`src/pida_pkg.sv`:
```
`timescale 1ns / 1ps
// ----------------------------------------------------------------------------
// pida_pkg: shared types and constants
// Array depth, field widths, request and status codes, cell operations.
// ----------------------------------------------------------------------------
package pida_pkg;

	localparam int DEPTH   = 64;
	localparam int CNT_W   = $clog2(DEPTH + 1);
	localparam int IDX_W   = (DEPTH > 1) ? $clog2(DEPTH) : 1;
	localparam int DATA_W  = 32;
	localparam int POS_W   = 7;
	localparam int OIDX_W  = 6;
	localparam int FILL_W  = 7;

	typedef enum logic [1:0] {
		REQ_INSERT  = 2'd0,
		REQ_DELETE  = 2'd1,
		REQ_DISPLAY = 2'd2,
		REQ_INVALID = 2'd3
	} req_t;

	typedef enum logic [2:0] {
		ST_OK      = 3'd0,
		ST_FULL    = 3'd1,
		ST_EMPTY   = 3'd2,
		ST_BADPOS  = 3'd3,
		ST_INVALID = 3'd4
	} status_t;

	// what a cell loads at the next edge
	typedef enum logic [2:0] {
		CELL_HOLD,
		CELL_LOAD,
		CELL_FROM_PREV,
		CELL_FROM_NEXT,
		CELL_FROM_HEAD
	} cell_op_t;

endpackage

```
`src/pida_cell.sv`:
```
`timescale 1ns / 1ps
// ----------------------------------------------------------------------------
// pida_cell: one storage cell of the chain
// Holds one word; takes new data from its neighbors, the head or the load bus.
// ----------------------------------------------------------------------------
module pida_cell (
	input  logic                                clk,
	input  pida_pkg::cell_op_t                  op,
	input  logic signed [pida_pkg::DATA_W-1:0]  load_d,
	input  logic signed [pida_pkg::DATA_W-1:0]  prev_d,
	input  logic signed [pida_pkg::DATA_W-1:0]  next_d,
	input  logic signed [pida_pkg::DATA_W-1:0]  head_d,
	output logic signed [pida_pkg::DATA_W-1:0]  q
);

	logic signed [pida_pkg::DATA_W-1:0] data_q;

	always_ff @(posedge clk) begin
		case (op)
			pida_pkg::CELL_LOAD:      data_q <= load_d;
			pida_pkg::CELL_FROM_PREV: data_q <= prev_d;
			pida_pkg::CELL_FROM_NEXT: data_q <= next_d;
			pida_pkg::CELL_FROM_HEAD: data_q <= head_d;
			default:                  data_q <= data_q;
		endcase
	end

	assign q = data_q;

endmodule

```
`src/positional_insert_delete_array.sv`:
```
`timescale 1ns / 1ps
// ----------------------------------------------------------------------------
// positional_insert_delete_array: ordered word array with positional edits
// Row of cells that shifts up on insert, down on delete, rotates on display.
// ----------------------------------------------------------------------------
//
//  channel   handshake             payload
//  --------  --------------------  ---------------------------------------------
//  request   start & !busy         req_type, position, value
//  result    strobe (no stall)     status, element, element_index, fill_count, last
//
//  Insert, delete, invalid and empty-display requests give a single transfer: the
//  status transfer appears the cycle after the request and busy stays low, so
//  such requests may be issued back to back. A display of N entries emits one
//  transfer per cycle, N in all, rotating the row through cell 0; busy is
//  high from the cycle after the request until the last transfer is out.
//  The stored words are not reset; only the count and control flags are.
//  The receiver cannot stall: every transfer is taken in its strobe cycle.
//
module positional_insert_delete_array (
	input  logic                                   clk,
	input  logic                                   arst_n,
	input  logic                                   start,
	output logic                                   busy,
	input  logic [1:0]                             req_type,
	input  logic [pida_pkg::POS_W-1:0]             position,
	input  logic signed [pida_pkg::DATA_W-1:0]     value,
	output logic                                   strobe,
	output logic [2:0]                             status,
	output logic signed [pida_pkg::DATA_W-1:0]     element,
	output logic [pida_pkg::OIDX_W-1:0]            element_index,
	output logic [pida_pkg::FILL_W-1:0]            fill_count,
	output logic                                   last
);

	// control state
	logic                          disp_q;      // display rotation in progress
	logic [pida_pkg::IDX_W-1:0]    disp_idx_q;  // index of word now in cell 0
	logic [pida_pkg::CNT_W-1:0]    count_q;

	// result register
	logic                                strobe_q;
	pida_pkg::status_t                   status_q;
	logic signed [pida_pkg::DATA_W-1:0]  element_q;
	logic [pida_pkg::OIDX_W-1:0]         element_index_q;
	logic [pida_pkg::FILL_W-1:0]         fill_count_q;
	logic                                last_q;

	// chain
	logic signed [pida_pkg::DATA_W-1:0]  cell_q [pida_pkg::DEPTH];
	pida_pkg::cell_op_t                  cell_op [pida_pkg::DEPTH];

	// request decode
	logic                          accept;
	pida_pkg::req_t                req;
	logic [pida_pkg::POS_W-1:0]    cnt_ext;
	logic                          is_full;
	logic                          is_empty;
	logic                          ins_ok;
	logic                          del_ok;
	logic                          disp_go;
	logic                          disp_last;
	pida_pkg::status_t             single_status;
	logic [pida_pkg::CNT_W-1:0]    next_count;

	assign accept   = start && !disp_q;
	assign req      = pida_pkg::req_t'(req_type);
	assign cnt_ext  = pida_pkg::POS_W'(count_q);
	assign is_full  = (count_q == pida_pkg::CNT_W'(pida_pkg::DEPTH));
	assign is_empty = (count_q == '0);
	assign ins_ok   = accept && (req == pida_pkg::REQ_INSERT) && !is_full
		&& (position <= cnt_ext);
	assign del_ok   = accept && (req == pida_pkg::REQ_DELETE) && !is_empty
		&& (position < cnt_ext);
	assign disp_go  = accept && (req == pida_pkg::REQ_DISPLAY) && !is_empty;

	// final word of a display: the one sitting at index count-1
	assign disp_last = (pida_pkg::CNT_W'(disp_idx_q) + 1'b1) == count_q;

	always_comb begin
		single_status = pida_pkg::ST_OK;
		next_count    = count_q;
		case (req)
			pida_pkg::REQ_INSERT: begin
				if (is_full)
					single_status = pida_pkg::ST_FULL;
				else if (position > cnt_ext)
					single_status = pida_pkg::ST_BADPOS;
				else
					next_count = count_q + 1'b1;
			end
			pida_pkg::REQ_DELETE: begin
				if (is_empty)
					single_status = pida_pkg::ST_EMPTY;
				else if (position >= cnt_ext)
					single_status = pida_pkg::ST_BADPOS;
				else
					next_count = count_q - 1'b1;
			end
			pida_pkg::REQ_DISPLAY: begin
				single_status = pida_pkg::ST_EMPTY;
			end
			default: begin
				single_status = pida_pkg::ST_INVALID;
			end
		endcase
	end

	// Per-cell move select. Insert: cell at position loads the value, cells
	// above it up to count take their lower neighbor. Delete: cells from
	// position up take their upper neighbor. Display: rotate the occupied
	// part left by one, the top occupied cell taking the head word.
	always_comb begin
		for (int i = 0; i < pida_pkg::DEPTH; i++) begin
			cell_op[i] = pida_pkg::CELL_HOLD;
			if (ins_ok) begin
				if (pida_pkg::POS_W'(i) == position)
					cell_op[i] = pida_pkg::CELL_LOAD;
				else if ((pida_pkg::POS_W'(i) > position)
					&& (pida_pkg::POS_W'(i) <= cnt_ext))
					cell_op[i] = pida_pkg::CELL_FROM_PREV;
			end else if (del_ok) begin
				if ((pida_pkg::POS_W'(i) >= position)
					&& (pida_pkg::POS_W'(i + 1) < cnt_ext))
					cell_op[i] = pida_pkg::CELL_FROM_NEXT;
			end else if (disp_q) begin
				if (pida_pkg::POS_W'(i + 1) < cnt_ext)
					cell_op[i] = pida_pkg::CELL_FROM_NEXT;
				else if (pida_pkg::POS_W'(i + 1) == cnt_ext)
					cell_op[i] = pida_pkg::CELL_FROM_HEAD;
			end
		end
	end

	for (genvar g = 0; g < pida_pkg::DEPTH; g++) begin : g_cell
		logic signed [pida_pkg::DATA_W-1:0] prev_w;
		logic signed [pida_pkg::DATA_W-1:0] next_w;

		if (g == 0) begin : g_first
			assign prev_w = value;
		end else begin : g_mid_lo
			assign prev_w = cell_q[g-1];
		end

		if (g == pida_pkg::DEPTH - 1) begin : g_final
			assign next_w = cell_q[0];
		end else begin : g_mid_hi
			assign next_w = cell_q[g+1];
		end

		pida_cell u_cell (
			.clk    (clk),
			.op     (cell_op[g]),
			.load_d (value),
			.prev_d (prev_w),
			.next_d (next_w),
			.head_d (cell_q[0]),
			.q      (cell_q[g])
		);
	end

	// control registers
	always_ff @(posedge clk or negedge arst_n) begin
		if (!arst_n) begin
			disp_q     <= 1'b0;
			disp_idx_q <= '0;
			count_q    <= '0;
			strobe_q   <= 1'b0;
		end else begin
			strobe_q <= accept && !disp_go ? 1'b1 : disp_q;
			if (accept)
				count_q <= next_count;
			if (disp_go) begin
				disp_q     <= 1'b1;
				disp_idx_q <= '0;
			end else if (disp_q) begin
				disp_idx_q <= disp_idx_q + 1'b1;
				if (disp_last)
					disp_q <= 1'b0;
			end
		end
	end

	// result payload
	always_ff @(posedge clk) begin
		if (disp_q) begin
			status_q        <= pida_pkg::ST_OK;
			element_q       <= cell_q[0];
			element_index_q <= pida_pkg::OIDX_W'(disp_idx_q);
			fill_count_q    <= pida_pkg::FILL_W'(count_q);
			last_q          <= disp_last;
		end else begin
			status_q        <= single_status;
			element_q       <= '0;
			element_index_q <= '0;
			fill_count_q    <= pida_pkg::FILL_W'(next_count);
			last_q          <= 1'b1;
		end
	end

	assign busy          = disp_q;
	assign strobe        = strobe_q;
	assign status        = status_q;
	assign element       = element_q;
	assign element_index = element_index_q;
	assign fill_count    = fill_count_q;
	assign last          = last_q;

`ifndef NO_ASSERTIONS
	a_count_bound: assert property (@(posedge clk) disable iff (!arst_n)
		count_q <= pida_pkg::CNT_W'(pida_pkg::DEPTH))
		else $error("count above depth");

	a_single_result: assert property (@(posedge clk) disable iff (!arst_n)
		(accept && !disp_go) |=> (strobe_q && last_q && !disp_q))
		else $error("single request gave no final transfer");

	a_display_end: assert property (@(posedge clk) disable iff (!arst_n)
		(disp_q && disp_last) |=> (strobe_q && last_q && !disp_q))
		else $error("display did not end on its last word");

	a_count_still: assert property (@(posedge clk) disable iff (!arst_n)
		disp_q |=> $stable(count_q))
		else $error("count moved during display");
`endif

endmodule
```
`config.mk`:
```
export PLATFORM = sky130hd
export DESIGN_NAME = positional_insert_delete_array
export DESIGN_NICKNAME = d
export VERILOG_FILES = /design/src/pida_pkg.sv /design/src/pida_cell.sv /design/src/positional_insert_delete_array.sv
export SDC_FILE = /design/constraint.sdc
export NUM_CORES = 2
export LEC_CHECK = 0
export BUFFER_PORTS_ARGS = -buffer_cell sky130_fd_sc_hd__buf_2
export CAP_MARGIN = 40
export CORE_MARGIN = 1
export CORE_UTILIZATION = 35
export CTS_CLUSTER_DIAMETER = 30
export CTS_CLUSTER_SIZE = 24
export DETAILED_ROUTE_END_ITERATION = 16
export HOLD_SLACK_MARGIN = 0.15
export PLACE_DENSITY = 0.59
export SLEW_MARGIN = 20
export SYNTH_ARGS = -nofsm -noshare
export SYNTH_HDL_FRONTEND = slang
export SYNTH_HIERARCHICAL = 1
export SYNTH_SLANG_ARGS = --single-unit
```
`constraint.sdc`:
```
create_clock -name clk -period 4.87 [get_ports clk]
set_input_delay 0.974 -clock clk [delete_from_list [all_inputs] [get_ports clk]]
set_output_delay 0.974 -clock clk [all_outputs]
set_load 0.03 [all_outputs]
```
==> results by group <==
Status
  – Status: completed

Clocking
  – CTS tree: yes
  – Clock transition at the registers of the reported paths: 0.05 ns
  – Clk_lat worst skew: 1.05 ns
  – CTS Sinks: 2112
  – Postcts setup bufs: 0
  – CTS buffer count: 581
  – CTS resizes: 0
  – Number of H-tree levels: 6
  – # hold bufs at CTS: 1
  – Max Buffers Root-to-Sink: 4
  – Clock root cell: clkbuf_16

Route
  – Vias/cell: 7.14
  – Drt total wl: 594 mm
  – Starting DRT DRC Count: 17600
  – Final ANT Viol Nets: 0
  – Drt first pass iters: 6
  – Post-route DRC: 0
  – Via count: 118000
  – Wirelength per Cell: 36.0 um

Synthesis
  – Count of cell types in the netlist: 73
  – Async S/R FF share, synth: 0.710%
  – Main synth FF type: edfxtp_1
  – Yosys top cell by area: edfxtp_1
  – Syn nets: 10900
  – Register area share after synthesis: 48.2%
  – Synth top area cells: edfxtp_1, o221a_1, o22a_1
  – Synthesized instance count: 10900
  – Ys Warns: 6
  – Cell Area, Synth: 0.131 sq mm
  – Yosys top cell area share: 47.1%
  – Synth Register Bits: 2112
  – Synth Area per Inst: 12.0 sq um
  – EDFF count, synth: 2048

Place
  – Place WS: -0.105 ns
  – Placement Cell Area: 0.143 sq mm
  – Placed insts: 15400
  – Port Buf Inserts: 94
  – HPWL Detailed: 387 mm
  – Placer Congestion: 0.991

Worst setup path
  – Startpoint class of the critical path: register
  – Slowest CP cell: or4_2
  – Crit path largest cell delay: 0.66 ns
  – Most used cell, CP: buf_12
  – Delay-heaviest family, CP: simple AND/OR/NAND/NOR gates
  – CP max FO: 32
  – Worst path cell trace: inv_1 -> ha_1 -> or4b_4 -> nor3_4 -> or4_2 -> buf_12 -> buf_4 -> o41ai_2 -> buf_12 -> nor2b_2 -> nand2_1 -> buf_12 -> o221a_2
  – CP Class: register to register
  – CP arrival: 5.20 ns
  – CP bufs+invs: 5
  – WP data required: 5.65 ns
  – CP Capture Type: register

Layout
  – Share of cells above drive strength 1: 18.4%
  – Most common cell after layout, fill and taps aside: or3_1
  – Highest-count cells in the layout ignoring fill and taps: or3_1, o22a_1, edfxtp_1
  – Post-layout util: 43.8%
  – Area growth from synthesis to layout: 24.1%
  – Design area: 0.162 sq mm
  – Final nets: 11100
  – Non-Filler Instances: 16500

Power
  – Gate power share: 32.4%
  – Peak supply drop: 0.489 mV
  – PwrDens: 739 mW/mm^2
  – Switch Pwr: 0.0409 W
  – Static leakage: 50.1 nW
  – Internal: 0.0787 W
  – Switching Fraction: 34.2%
  – Clock power share: 31.6%
  – Sequential share of power: 36.0%

Floorplanning
  – Floorplan Core Area: 0.370 sq mm
  – DIE HEIGHT: 613 um
  – FP Rows: 223
  – Die Wd: 613 um
  – Initial Util: 35.3%
  – I/O pins: 95
  – Die area: 0.375 sq mm

Timing
  – Final Slew Violations: 0
  – Max Clock Skew: 0.0550 ns
  – Final WS setup: 0.445 ns
  – RSZ-0062 raised after global routing: false
  – Relative slew slack: 29.7%
  – Final period utilization: 90.9%
  – Worst slew pin tran: 1.05 ns
  – Final setup viols: 0
  – Peak Freq: 226 MHz
  – Hold WS: 0.449 ns
  – Fin crit period: 4.43 ns
  – Final hold violations: 0

Global routing
  – Number of global-route vias before repair: 114000
  – Global route overflow: 0
  – Total track usage: 30.3%
  – Initial antenna violation count: 34
  – Largest net degree at the start of global routing: 98
  – Global-route wire length before repair: 848 mm

Hold path
  – Hold Path Class: input port to asynchronous set/reset pin

Flow run
  – Max Cap Viol: 0
-- routing by layer --
layer / vias up / GRT usage, % / share of wire (%)
li1: 47700 / - / -
met1: 59200 / 40.8 / 39
met2: 9196 / 43.9 / 42
met3: 1702 / 9.40 / 13
met4: 18 / 14.8 / 5.3
met5: - / 0.413 / 0.059
-- cells in the mapped netlist, types with 4 or more instances --
cell and number:
o2111ai_1 4, edfxtp_1 2048, buf_2 654, nand2_1 197, o22a_1 2048, clkbuf_1 638
or2_2 4, o21ai_0 128, a211oi_1 15, nand3_1 44, o32ai_1 4, a31oi_1 12
nor2_1 171, o211ai_1 6, o221a_2 128, nand4_1 6, o31ai_1 12, a41o_1 6
a21o_1 16, a31o_2 17, a21oi_1 95, o21ai_1 10, nor3b_2 64, o21a_1 4
o21bai_1 8, dfxtp_1 49, xnor2_1 76, ha_1 14, nand3b_1 5, o22ai_1 18
nor2b_2 64, and3_1 10, nor2b_1 11, or3_1 2053, nor3_1 43, buf_1 9
inv_1 12, dfrtp_1 15, nand2b_1 137, and2_1 46, nor4_1 10, o221a_1 1920
xor2_1 4
-- state kept, by name, indices dropped and copies added (netlist names) --
register / flops
status: 3
element: 32
busy: 1
disp_idx_q: 6
last: 1
element_index: 6
strobe: 1
g_cell.u_cell/q: 2048
cnt_ext: 7
fill_count: 7
-- power groups by stage --
stage	combinational [W]	clock (W)	sequential, W
floorplan	0.0254	0	0.0380
finish	0.0388	0.0378	0.0430
global route	0.0403	0.0389	0.0433
detailed placement	0.0375	0	0.0425
CTS	0.0377	0.0380	0.0424
global placement	0.0363	0	0.0427
-- metrics by stage --
step           setup TNS, ns  total power (W)
3_3_place_gp          -32.01           0.0790
3_5_place_dp           -2.66           0.0800
6_report                   0            0.120
2_1_floorplan              0           0.0634
5_1_grt                    0            0.123
4_1_cts                    0            0.118
-- worst paths after layout --
| check | from | endpoint | slack [ns] | cells past startpoint |
|---|---|---|---|---|
| min in group clk | value[10] | g_cell[2].u_cell/q[10]$_DFFE_PP_ | 0.55 | 3 |
| hold reg to reg | g_cell[63].u_cell/q[11]$_DFFE_PP_ | g_cell[62].u_cell/q[11]$_DFFE_PP_ | 0.59 | 1 |
| hold / removal | arst_n | strobe$_DFF_PN0_ | 0.45 | 2 |
| setup / recovery | cnt_ext[0]$_DFFE_PN0P_ | g_cell[63].u_cell/q[29]$_DFFE_PP_ | 0.44 | 13 |
| setup reg to reg | cnt_ext[0]$_DFFE_PN0P_ | g_cell[63].u_cell/q[29]$_DFFE_PP_ | 0.44 | 13 |
| max in group asynchronous | arst_n | busy$_DFF_PN0_ | 3.94 | 2 |
-- cell families (layout without fill, tap and decap cells) --
| kind of cell | after synthesis | after routing | share of synthesized area [%] |
|---|---|---|---|
| other | 0 | 19 | 0 |
| buffers and inverters | 1316 | 1959 | 4.42 |
| adder cells (fa/ha/maj) | 14 | 14 | 0.134 |
| AO/OA/AOI/OAI | 4483 | 4483 | 33.3 |
| AND/OR/NAND/NOR | 2881 | 2881 | 13.5 |
| XOR/XNOR | 80 | 80 | 0.537 |
| flip-flops | 2112 | 2112 | 48.2 |
-- worst register-to-register path: cells and delay by family (launching register included) --
kind	cells	cell delay, ns
and+or+nand+nor	5	1.33
buffers and inverters	5	1.02
AOI/OAI and AO/OA	2	0.95
DFF	1	0.52
adders and majority gates	1	0.37
-- layout make-up --
| class | instances | area [sq um] |
|---|---|---|
| Tap cell | 4950 | 6190 |
| Clock buffer | 707 | 15100 |
| Inverter | 14 | 52.6 |
| Fill cell | 33500 | 208000 |
| Timing Repair Buffer | 878 | 10100 |
| Antenna cell | 19 | 47.5 |
| Multi-Input combinational cell | 7458 | 63500 |
| Clock inverter | 360 | 4170 |
| Sequential cell | 2112 | 62900 |
No activity file was read; power rests on OpenSTA's default activity.
